**src/rtl/prss_pkg.sv**
```systemverilog
`timescale 1ns / 1ps
// prss_pkg: shared types and constants of the protobuf record stream splitter.
// No dependencies.
package prss_pkg;

   localparam int MAX_VARINT_BYTES_DEF = 10;

   localparam logic [63:0] FIRST_TAG_RST   = 64'd10;
   localparam logic [63:0] SECOND_TAG_RST  = 64'd18;
   localparam logic [30:0] MAX_REC_LEN_RST = 31'd10485760;

   typedef logic [1:0] csr_index_type;
   localparam csr_index_type CSR_FIRST_TAG   = 2'd0;
   localparam csr_index_type CSR_SECOND_TAG  = 2'd1;
   localparam csr_index_type CSR_MAX_REC_LEN = 2'd2;

   typedef logic [2:0] status_type;
   localparam status_type ST_PAYLOAD     = 3'd0;
   localparam status_type ST_EMPTY       = 3'd1;
   localparam status_type ST_CLEAN_END   = 3'd2;
   localparam status_type ST_EARLY_END   = 3'd3;
   localparam status_type ST_VARINT_LONG = 3'd4;
   localparam status_type ST_BAD_WIRE    = 3'd5;
   localparam status_type ST_REC_LARGE   = 3'd6;
   localparam status_type ST_SKIP_LARGE  = 3'd7;

   typedef logic [2:0] wire_kind_type;
   localparam wire_kind_type WT_VARINT = 3'd0;
   localparam wire_kind_type WT_FIXED64 = 3'd1;
   localparam wire_kind_type WT_LEN    = 3'd2;
   localparam wire_kind_type WT_FIXED32 = 3'd5;

   typedef struct packed {
      logic       last_of_record;
      logic [7:0] payload_byte;
      logic       record_type;
      status_type status;
   } result_type;

   typedef struct packed {
      logic [63:0] first_record_tag;
      logic [63:0] second_record_tag;
      logic [30:0] max_record_length;
   } cfg_type;

endpackage

```
**src/rtl/prss_csr.sv**
```systemverilog
`timescale 1ns / 1ps
// prss_csr: configuration registers (record tags, record length limit).
// Depends on prss_pkg.
module prss_csr (
   input  logic                   clock,
   input  logic                   reset,
   input  logic                   csr_we,
   input  prss_pkg::csr_index_type csr_index,
   input  logic [63:0]            csr_wdata,
   output prss_pkg::cfg_type      cfg
);

   prss_pkg::cfg_type cfg_ff;

   always_ff @(posedge clock) begin
      if (reset) begin
         cfg_ff.first_record_tag  <= prss_pkg::FIRST_TAG_RST;
         cfg_ff.second_record_tag <= prss_pkg::SECOND_TAG_RST;
         cfg_ff.max_record_length <= prss_pkg::MAX_REC_LEN_RST;
      end else if (csr_we) begin
         case (csr_index)
            prss_pkg::CSR_FIRST_TAG:   cfg_ff.first_record_tag  <= csr_wdata;
            prss_pkg::CSR_SECOND_TAG:  cfg_ff.second_record_tag <= csr_wdata;
            prss_pkg::CSR_MAX_REC_LEN: cfg_ff.max_record_length <= csr_wdata[30:0];
            default: ;
         endcase
      end
   end

   assign cfg = cfg_ff;

endmodule

```
**src/rtl/prss_parser.sv**
```systemverilog
`timescale 1ns / 1ps
// prss_parser: field scanner state and the per-byte next-state and result logic.
// Depends on prss_pkg.
module prss_parser #(
   parameter int MaxVarintBytes = prss_pkg::MAX_VARINT_BYTES_DEF
) (
   input  logic                  clock,
   input  logic                  reset,
   input  logic                  take,
   input  logic [7:0]            data_byte,
   input  logic                  stream_end,
   input  prss_pkg::cfg_type     cfg,
   output logic                  rslt_valid,
   output prss_pkg::result_type  rslt
);

   typedef enum logic [2:0] {
      PH_TAG, PH_LEN, PH_PAYLOAD, PH_SKIPVAR, PH_SKIPLEN, PH_SKIPBYTES, PH_ERROR
   } phase_type;

   phase_type   phase_ff, phase_in;
   logic [63:0] acc_ff, acc_in;
   logic [3:0]  cnt_ff, cnt_in;
   logic [30:0] rem_ff, rem_in;
   logic        rtype_ff, rtype_in;

   logic [5:0]  shamt;
   logic [63:0] acc_new;
   logic [3:0]  cnt_inc;
   logic        vdone;
   logic        vlong;
   logic [30:0] rem_dec;

   assign shamt   = 6'({2'b00, cnt_ff} * 6'd7);
   assign acc_new = acc_ff | ({57'd0, data_byte[6:0]} << shamt);
   assign cnt_inc = cnt_ff + 4'd1;
   assign vdone   = !data_byte[7];
   assign vlong   = !vdone && (cnt_inc >= 4'(MaxVarintBytes));
   assign rem_dec = rem_ff - {30'd0, (rem_ff != 31'd0)};

   always_comb begin
      phase_in   = phase_ff;
      acc_in     = acc_ff;
      cnt_in     = cnt_ff;
      rem_in     = rem_ff;
      rtype_in   = rtype_ff;
      rslt_valid = 1'b0;
      rslt       = '0;
      if (stream_end) begin
         phase_in = PH_TAG;
         acc_in   = '0;
         cnt_in   = '0;
         rem_in   = '0;
         rtype_in = 1'b0;
         if (phase_ff != PH_ERROR) begin
            rslt_valid  = 1'b1;
            rslt.status = (phase_ff == PH_TAG && cnt_ff == 4'd0) ?
                          prss_pkg::ST_CLEAN_END : prss_pkg::ST_EARLY_END;
         end
      end else begin
         case (phase_ff)
            PH_TAG, PH_LEN, PH_SKIPVAR, PH_SKIPLEN: begin
               if (vlong) begin
                  phase_in         = PH_ERROR;
                  rslt_valid       = 1'b1;
                  rslt.status      = prss_pkg::ST_VARINT_LONG;
                  rslt.record_type = (phase_ff == PH_LEN) ? rtype_ff : 1'b0;
               end else if (!vdone) begin
                  acc_in = acc_new;
                  cnt_in = cnt_inc;
               end else begin
                  acc_in = '0;
                  cnt_in = '0;
                  case (phase_ff)
                     PH_TAG: begin
                        if (acc_new == cfg.first_record_tag) begin
                           rtype_in = 1'b0;
                           phase_in = PH_LEN;
                        end else if (acc_new == cfg.second_record_tag) begin
                           rtype_in = 1'b1;
                           phase_in = PH_LEN;
                        end else begin
                           case (acc_new[2:0])
                              prss_pkg::WT_VARINT: phase_in = PH_SKIPVAR;
                              prss_pkg::WT_FIXED64: begin
                                 rem_in   = 31'd8;
                                 phase_in = PH_SKIPBYTES;
                              end
                              prss_pkg::WT_LEN: phase_in = PH_SKIPLEN;
                              prss_pkg::WT_FIXED32: begin
                                 rem_in   = 31'd4;
                                 phase_in = PH_SKIPBYTES;
                              end
                              default: begin
                                 phase_in    = PH_ERROR;
                                 rslt_valid  = 1'b1;
                                 rslt.status = prss_pkg::ST_BAD_WIRE;
                              end
                           endcase
                        end
                     end
                     PH_LEN: begin
                        if (acc_new == 64'd0) begin
                           phase_in         = PH_TAG;
                           rslt_valid       = 1'b1;
                           rslt.status      = prss_pkg::ST_EMPTY;
                           rslt.record_type = rtype_ff;
                        end else if (acc_new > {33'd0, cfg.max_record_length}) begin
                           phase_in         = PH_ERROR;
                           rslt_valid       = 1'b1;
                           rslt.status      = prss_pkg::ST_REC_LARGE;
                           rslt.record_type = rtype_ff;
                        end else begin
                           rem_in   = acc_new[30:0];
                           phase_in = PH_PAYLOAD;
                        end
                     end
                     PH_SKIPVAR: phase_in = PH_TAG;
                     default: begin
                        if (|acc_new[63:31]) begin
                           phase_in    = PH_ERROR;
                           rslt_valid  = 1'b1;
                           rslt.status = prss_pkg::ST_SKIP_LARGE;
                        end else begin
                           rem_in   = acc_new[30:0];
                           phase_in = (acc_new[30:0] == 31'd0) ? PH_TAG : PH_SKIPBYTES;
                        end
                     end
                  endcase
               end
            end
            PH_PAYLOAD: begin
               rem_in              = rem_dec;
               rslt_valid          = 1'b1;
               rslt.status         = prss_pkg::ST_PAYLOAD;
               rslt.record_type    = rtype_ff;
               rslt.payload_byte   = data_byte;
               rslt.last_of_record = (rem_dec == 31'd0);
               if (rem_dec == 31'd0) begin
                  phase_in = PH_TAG;
               end
            end
            PH_SKIPBYTES: begin
               rem_in = rem_dec;
               if (rem_dec == 31'd0) begin
                  phase_in = PH_TAG;
               end
            end
            default: phase_in = PH_ERROR;
         endcase
      end
   end

   always_ff @(posedge clock) begin
      if (reset) begin
         phase_ff <= PH_TAG;
         acc_ff   <= '0;
         cnt_ff   <= '0;
         rem_ff   <= '0;
         rtype_ff <= 1'b0;
      end else if (take) begin
         phase_ff <= phase_in;
         acc_ff   <= acc_in;
         cnt_ff   <= cnt_in;
         rem_ff   <= rem_in;
         rtype_ff <= rtype_in;
      end
   end

endmodule

```
**src/rtl/prss_out_buf.sv**
```systemverilog
`timescale 1ns / 1ps
// prss_out_buf: two-entry result buffer that decouples the parser from rsp backpressure.
// Depends on prss_pkg.
module prss_out_buf (
   input  logic                 clock,
   input  logic                 reset,
   input  logic                 push,
   input  prss_pkg::result_type push_data,
   output logic                 space,
   output logic                 out_valid,
   input  logic                 out_ready,
   output prss_pkg::result_type out_data
);

   prss_pkg::result_type entry_ff [2];
   logic       wr_ptr_ff, rd_ptr_ff;
   logic [1:0] count_ff;
   logic       pop;

   assign space     = (count_ff != 2'd2);
   assign out_valid = (count_ff != 2'd0);
   assign out_data  = entry_ff[rd_ptr_ff];
   assign pop       = out_valid && out_ready;

   always_ff @(posedge clock) begin
      if (push) begin
         entry_ff[wr_ptr_ff] <= push_data;
      end
   end

   always_ff @(posedge clock) begin
      if (reset) begin
         wr_ptr_ff <= 1'b0;
         rd_ptr_ff <= 1'b0;
         count_ff  <= 2'd0;
      end else begin
         if (push) begin
            wr_ptr_ff <= !wr_ptr_ff;
         end
         if (pop) begin
            rd_ptr_ff <= !rd_ptr_ff;
         end
         count_ff <= count_ff + {1'b0, push} - {1'b0, pop};
      end
   end

endmodule

```
**src/rtl/protobuf_record_stream_splitter.sv**
```systemverilog
`timescale 1ns / 1ps
// protobuf_record_stream_splitter: top level of the protobuf field scanner.
// The parser state update is a single registered step; each result reaches rsp through the buffer.
// Throughput: one byte per cycle while the result buffer has space (req_tready high).
// A two-entry result buffer lets requests keep flowing while a result waits on rsp.
// Reset (synchronous, active high) returns the parser to tag scanning and the registers to defaults.
module protobuf_record_stream_splitter #(
   parameter int MaxVarintBytes = prss_pkg::MAX_VARINT_BYTES_DEF
) (
   input  logic                    clock,
   input  logic                    reset,
   input  logic                    req_tvalid,
   output logic                    req_tready,
   input  logic [7:0]              req_tdata,   // [7:0] data_byte
   input  logic                    req_tlast,   // stream_end
   output logic                    rsp_tvalid,
   input  logic                    rsp_tready,
   output logic [15:0]             rsp_tdata,   // [2:0] status, [10:3] payload_byte
   output logic                    rsp_tuser,   // record_type
   output logic                    rsp_tlast,   // last_of_record
   input  logic                    csr_we,
   input  prss_pkg::csr_index_type csr_index,
   input  logic [63:0]             csr_wdata
);

   prss_pkg::cfg_type    cfg;
   prss_pkg::result_type rslt, rsp_item;
   logic                 rslt_valid;
   logic                 take;

   assign take = req_tvalid && req_tready;

   prss_csr u_csr (
      .clock     (clock),
      .reset     (reset),
      .csr_we    (csr_we),
      .csr_index (csr_index),
      .csr_wdata (csr_wdata),
      .cfg       (cfg)
   );

   prss_parser #(
      .MaxVarintBytes (MaxVarintBytes)
   ) u_parser (
      .clock      (clock),
      .reset      (reset),
      .take       (take),
      .data_byte  (req_tdata),
      .stream_end (req_tlast),
      .cfg        (cfg),
      .rslt_valid (rslt_valid),
      .rslt       (rslt)
   );

   prss_out_buf u_out_buf (
      .clock     (clock),
      .reset     (reset),
      .push      (take && rslt_valid),
      .push_data (rslt),
      .space     (req_tready),
      .out_valid (rsp_tvalid),
      .out_ready (rsp_tready),
      .out_data  (rsp_item)
   );

   assign rsp_tdata = {5'd0, rsp_item.payload_byte, rsp_item.status};
   assign rsp_tuser = rsp_item.record_type;
   assign rsp_tlast = rsp_item.last_of_record;

   // full buffer always has something to show
   assert property (@(posedge clock) disable iff (reset) !req_tready |-> rsp_tvalid)
      else $error("buffer full with no result shown");

   assert property (@(posedge clock) disable iff (reset)
      rsp_tvalid && rsp_tlast |-> rsp_tdata[2:0] == prss_pkg::ST_PAYLOAD)
      else $error("last mark on a non-payload result");

   assert property (@(posedge clock) disable iff (reset)
      rsp_tvalid && rsp_tdata[2:0] != prss_pkg::ST_PAYLOAD |-> rsp_tdata[10:3] == 8'd0)
      else $error("payload byte set on a non-payload result");

   assert property (@(posedge clock) disable iff (reset)
      rsp_tvalid && rsp_tuser |->
         rsp_tdata[2:0] == prss_pkg::ST_PAYLOAD || rsp_tdata[2:0] == prss_pkg::ST_EMPTY ||
         rsp_tdata[2:0] == prss_pkg::ST_REC_LARGE || rsp_tdata[2:0] == prss_pkg::ST_VARINT_LONG)
      else $error("record type on a result that carries none");

endmodule
```
**config.mk**
```make
export PLATFORM = sky130hd
export DESIGN_NAME = protobuf_record_stream_splitter
export DESIGN_NICKNAME = d
export VERILOG_FILES = /design/src/rtl/prss_pkg.sv /design/src/rtl/prss_csr.sv /design/src/rtl/prss_parser.sv /design/src/rtl/prss_out_buf.sv /design/src/rtl/protobuf_record_stream_splitter.sv
export SDC_FILE = /design/constraint.sdc
export NUM_CORES = 1
export LEC_CHECK = 0
export BUFFER_PORTS_ARGS = -buffer_cell sky130_fd_sc_hd__buf_2
export CAP_MARGIN = 20
export CORE_MARGIN = 8
export CORE_UTILIZATION = 35
export DETAILED_ROUTE_END_ITERATION = 6
export HOLD_SLACK_MARGIN = 0.12
export PLACE_DENSITY = 0.62
export SLEW_MARGIN = 0
export SYNTH_ARGS = -nofsm -noshare
export SYNTH_HDL_FRONTEND = slang
export SYNTH_SLANG_ARGS = --single-unit
```
**constraint.sdc**
```tcl
create_clock -name clock -period 16.4 [get_ports clock]
set_input_delay 4.1 -clock clock [delete_from_list [all_inputs] [get_ports clock]]
set_output_delay 4.1 -clock clock [all_outputs]
set_load 0.01 [all_outputs]
```
# Word level (Yosys, flattened, before mapping)
# Memories as Yosys holds them, arrays and structs flattened. A register that Yosys moved wholly into a read port is not among the register bits.
# Cells that the tools add are included.
dict set report totals {
  in_bits 80
  wordCells 152
  n_memories 1
  register_bits 266
  mem_bits_rw 26
}
dict set report op_classes {
  n_mul 1
  order_cmp 2
  reduce_logical 32
  eq_ne 27
  shifts 1
  muxes 72
  bitwise 1
  n_addsub 4
}
# memory depth width read_ports rd_clocked_by_memory_dff write_ports line
set memory_table {}
lappend memory_table {u_out_buf.entry_ff 2 13 1 1 1 prss_out_buf.sv:15} ;# prss_pkg::result_type entry_ff [2];
# cell count
set op_table {}
lappend op_table {{64-bit two-way mux} 4}
lappend op_table {{31-bit two-way mux} 8}
lappend op_table {{64-bit equality test} 2}
lappend op_table {{31-bit one-hot mux with 2 select lines} 2}
lappend op_table {{31-bit one-hot mux with 3 select lines} 1}
lappend op_table {{64-bit by 31-bit > comparator with 1-bit output} 1}
lappend op_table {{64-bit zero test} 1}
lappend op_table {{64-bit bitwise OR} 1}
lappend op_table {{7-bit by 6-bit left shift with 64-bit output} 1}
lappend op_table {{31-bit zero test} 2}
lappend op_table {{3-bit two-way mux} 16}
lappend op_table {{33-bit OR reduction} 1}
lappend op_table {{4-bit two-way mux} 8}
lappend op_table {{31-bit nonzero test} 1}
lappend op_table {{31-bit by 1-bit subtractor with 31-bit output} 1}
lappend op_table {{3-bit one-hot mux with 3 select lines} 3}
lappend op_table {{1-bit two-way mux} 24}
lappend op_table {{4-bit inequality test (second input constant)} 4}
lappend op_table {{3-bit inequality test (second input constant)} 4}
lappend op_table {{11-bit AND reduction} 1}
lappend op_table {{10-bit two-way mux} 1}
lappend op_table {{3-bit by 2-bit equality test with 1-bit output (second input constant)} 3}
lappend op_table {{3-bit equality test (second input constant)} 3}
lappend op_table {{9-bit two-way mux} 1}
lappend op_table {{30 further kinds} 46}

# Longest topological paths before layout
dict set report depth {
  depth_word 16
  depth_mapped 32
  depth_no_buf 29
}

# Modules after synthesis
# A second synthesis with hierarchy kept.
dict set report hier_totals {
  hier_cells 2169
  area_unflattened_um2 18348.8
}
# module cells_each area_per_inst_um2 seq_area_each_um2 instances
set modules_own_cells {}
lappend modules_own_cells {prss_parser 1505 10702.8 2062.0 1}
lappend modules_own_cells {prss_csr 593 6417.4 3183.1 1}
lappend modules_own_cells {prss_out_buf 63 1174.9 880.8 1}
lappend modules_own_cells {protobuf_record_stream_splitter 8 53.8 0.0 1}

# Least setup slack after synthesis
# Ideal clock, no wire load.
dict set report synth_timing {
  path_type {input to register}
  startpoint {input port req_tdata[5]}
  endpoint {memory u_out_buf.entry_ff[1][0] in the netlist's numbering (enable)}
  t_arrival_ps 7782
  slack_ps 8236
  path_buffers 0
  setup_ps 382
  cell_stages 15
  cell_sequence {mux2_1 a32o_1 o311a_1 a21oi_1 inv_1 ha_1 nand2_1 or4_1 a31oi_1 o21ai_0 and2_1 a21oi_1 nor3_1 a211o_1 nor2_1}
}
dict set report synth_between {
  elab_chain_len 15
  word_cells_on_any_way 26
  cone_classes {1 x order compare; 5 x eq/ne; 1 x shift; 13 x mux; 1 x bitwise; 5 x reduce/logical}
}
# item line
set synth_lines {}
lappend synth_lines {{start: declaration} protobuf_record_stream_splitter.sv:14} ;# input logic [7:0] req_tdata,
lappend synth_lines {{7-bit by 6-bit left shift with 64-bit output *} prss_parser.sv:35} ;# assign acc_new = acc_ff | ({57'd0, data_byte[6:0]} << shamt);
lappend synth_lines {{64-bit bitwise OR *} prss_parser.sv:35}
lappend synth_lines {{branches (longest 5 deep; another with 64-bit by 31-bit > comparator with 1-bit output)} -}
lappend synth_lines {{1-bit one-hot mux with 3 select lines *} prss_parser.sv:74} ;# case (phase_ff)
lappend synth_lines {{1-bit two-way mux *} prss_parser.sv:68} ;# end else if (!vdone) begin
lappend synth_lines {{1-bit two-way mux *} prss_parser.sv:63} ;# if (vlong) begin
lappend synth_lines {{1-bit one-hot mux with 2 select lines *} prss_parser.sv:61} ;# case (phase_ff)
lappend synth_lines {{1-bit two-way mux *} prss_parser.sv:49} ;# if (stream_end) begin
lappend synth_lines {{1-bit logical AND *} protobuf_record_stream_splitter.sv:58} ;# .push (take && rslt_valid),
lappend synth_lines {{1-bit two-way mux *} prss_out_buf.sv:26} ;# if (push) begin
lappend synth_lines {{1-bit two-way mux (not written as such) *} prss_out_buf.sv:27} ;# entry_ff[wr_ptr_ff] <= push_data;
lappend synth_lines {{end: declaration} prss_out_buf.sv:15}
# Mark *: on every way between the ends.

# Worst setup path after layout
dict set report layout_timing {
  startpoint {input port req_tdata[1]}
  endpoint {register u_parser.rem_ff[10]}
}
dict set report layout_between {
  elab_chain_len 9
  word_cells_on_any_way 24
  cone_classes {1 x order compare; 10 x eq/ne; 1 x shift; 8 x mux; 1 x bitwise; 3 x reduce/logical}
}
# item line
set layout_lines {}
lappend layout_lines {{7-bit by 6-bit left shift with 64-bit output *} prss_parser.sv:35}
lappend layout_lines {{64-bit bitwise OR *} prss_parser.sv:35}
lappend layout_lines {{branches (longest 7 deep; another with 64-bit by 31-bit > comparator with 1-bit output)} -}
lappend layout_lines {{end signal: assignment} prss_parser.sv:165} ;# rem_ff <= rem_in;
lappend layout_lines {{end: declaration} prss_parser.sv:24} ;# logic [30:0] rem_ff, rem_in;
# Mark *: on every way between the ends. The select of a mux whose other input is x is not followed.
# A chain may end at the register's enable or synchronous reset.

==> metrics.txt <==
RSZ-0062 raised after global routing=no; Vias=18,676; # setup viols final=0; skew final=20.9 ps; area occupied by multi-input gates=10,400 µm²; die area=57,600 µm²; Routed WL=89.3 mm; # DRC=0; Final Wtd Congestion=1.05; Post-CTS Setup Inserts=0; Final Non-Filler Cells=3,018; clk sinks=293; H-tree depth=2; Peak Freq=107 MHz; Clock Pin Slew Worst Setup and Hold Paths=60 ps; met3 Track Usage GR=6.37%; first-pass GRT wire length=127 mm; Tmin final=9360 ps; most common library cell in the layout ignoring fill and taps=nand2_1; final worst-path cycle share=57.1%; cell taking the most area after synthesis=dfxtp_1; Die W=240 µm; final slew viol count=0; WP data required=16,900 ps; Boundary Pins=100; hold crit path type=reg2reg; fillers=5,200; number of register bits inferred by synthesis=293; share of cells above drive strength 1=11.2%; number of antenna diodes=0; Vias/cell=6.19; status=completed; Worst-Margin Slew=1150 ps; TritonRoute pass-1 iters=7; syn avg cell area=7.70 µm²; Leak=7.41 nW; die height=240 µm; Worst-Skew Late Latency=570 ps; M2 GR Usage=44.3%; Root Buffer=clkbuf_16; GRT Max-Usage Layer=met2; vias in the first global route=17,463; synth top area cells=dfxtp_1, nand2_1, a21oi_1; DR WL/cell=29.6 µm; post-route ant nets=0; Post-synth EDFFs=26; count of final hold-check violations=0; Setup CP Type=in2reg; gr usage total=30.1%; Placeable Area=49,900 µm²; Max-Slew Margin vs Limit=22.9%; crit-path max FO=13; largest net degree at the start of global routing=94; 1st-iter DRT viols=2,445; Starting Density=35.2%; Rows=82; Worst Setup End Kind=flop; cell count after placement=2,953; post-synth top area share=30.4%; CP startpoint kind=input port; CTS tree=done; # hold bufs at CTS=0; Max Cap Viol=0; # nets final=2,449; post-DP HPWL=67.8 mm; crit path DAT=9860 ps; PwrDens=113 nW/µm²; Seq. cell area=6130 µm²; Final TNS setup=0 ps; YS warnings=0; IO Port Bufs=94; met1 Use GR=41.9%; Max rail drop VDD=0.0000630 V; Synth Flop Type=dfxtp_1; GR Overflow Total=0; Syn Inst Count=2,281; CTS Buffer Depth=3; initial antenna violation count=0; Post-CTS Resized=0; Synth cell types=96; Synth Cell Area=17,600 µm²; most frequent cells in the layout=nand2_1, a21oi_1, dfxtp_1, nor2_1, inv_1; register area share after synthesis=34.9%; asr flop ratio synth=0%; clock buffer count from CTS=36; P&R area growth vs syn=13.0%
## routing by layer
metal / vias up / share of wire [%]
li1: 8261 / -
met3: 214 / 9.7
met1: 9045 / 43
met2: 1156 / 42
met5: - / 0
met4: 0 / 5.1
## area by class of cell
cell class                 count  area share (%)
clock buffer                  52            5.31
multi-input combinational   1724            52.3
timing repair buffer         145            4.34
inverter                     121            2.29
clock inverter                11           0.631
tap                          672            4.24
sequential                   293            30.9
## report_power, final
part / switching, mW / internal (mW) / total [mW]
combinational: 0.407 / 0.205 / 0.612
sequential: 0.0448 / 0.763 / 0.807
clock: 0.335 / 0.479 / 0.815
## metrics by stage
stage	cell area (µm²)	worst slack [ps]	utilization (%)	hold WS, ps	total power [mW]
finish	19800	7040	39.8	458	2.23
floorplan	17600	8240	-	436	1.20
global route	19800	6920	39.8	474	2.32
CTS	19800	7180	39.8	461	2.22
global placement	18600	6560	37.4	443	1.41
detailed placement	18600	6620	37.4	453	1.41
## flip-flops by register name, summed over array words and instances, names as in the netlist, named ones only
register             flops
u_csr.cfg              159
u_parser.acc_ff         64
u_parser.rem_ff         31
u_out_buf.entry_ff      26
u_parser.cnt_ff          4
u_parser.phase_ff        3
u_out_buf.count_ff       2
u_out_buf.rd_ptr_ff      1
u_out_buf.wr_ptr_ff      1
u_parser.rtype_ff        1
## kinds of logic (layout without fill, tap and decap cells)
| family | after synthesis | in the layout | synth area share, % |
|---|---|---|---|
| fa+ha+maj | 48 | 48 | 3.59 |
| simple gates | 888 | 888 | 23.6 |
| buf+inv | 268 | 329 | 6.18 |
| mux | 41 | 41 | 2.84 |
| compound gates | 663 | 663 | 24.9 |
| other cells | 1 | 5 | 0.0214 |
| flops | 293 | 293 | 34.9 |
| xor+xnor | 79 | 79 | 3.94 |
## critical path, cell delays in order
cell and delay [ps]:
buf_2 160, mux2_2 330, a32oi_2 480, a21oi_1 270
a31oi_1 840, inv_1 110, ha_1 350, a2111oi_0 470
o211ai_1 180, o21ai_0 730, o2111ai_1 220, o211a_1 290
a21o_1 310, nor3_2 540, buf_4 310, a22o_1 150
## cells in the mapped netlist (all sizes together), types with 11 or more instances
| cell type | instances |
|---|---|
| a22oi | 47 |
| xor2 | 39 |
| nor2b | 32 |
| nor3 | 58 |
| ha | 44 |
| o32ai | 12 |
| dfxtp | 267 |
| a211oi | 12 |
| nor4 | 41 |
| a21o | 15 |
| o211ai | 11 |
| clkbuf | 107 |
| a21oi | 276 |
| and2 | 22 |
| nand4 | 23 |
| or4 | 13 |
| buf | 40 |
| xnor2 | 40 |
| o2111ai | 20 |
| nand2 | 414 |
| nor2 | 152 |
| edfxtp | 26 |
| mux2 | 27 |
| a31oi | 19 |
| a22o | 24 |
| o21ai | 63 |
| and3 | 11 |
| or3 | 17 |
| nand3 | 36 |
| o22ai | 47 |
| o21a | 11 |
| nand2b | 22 |
| inv | 121 |
## worst paths after layout
check                   endpoint  cells past startpoint  slack (ps)               start
min reg2reg         u_csr.cfg[8]                      2         460        u_csr.cfg[8]
max reg2reg  u_parser.rem_ff[10]                     26        7910  u_parser.cnt_ff[0]
max          u_parser.rem_ff[10]                     16        7040        req_tdata[1]
min                 u_csr.cfg[8]                      2         460        u_csr.cfg[8]
Power figures use the tool's default switching activity.
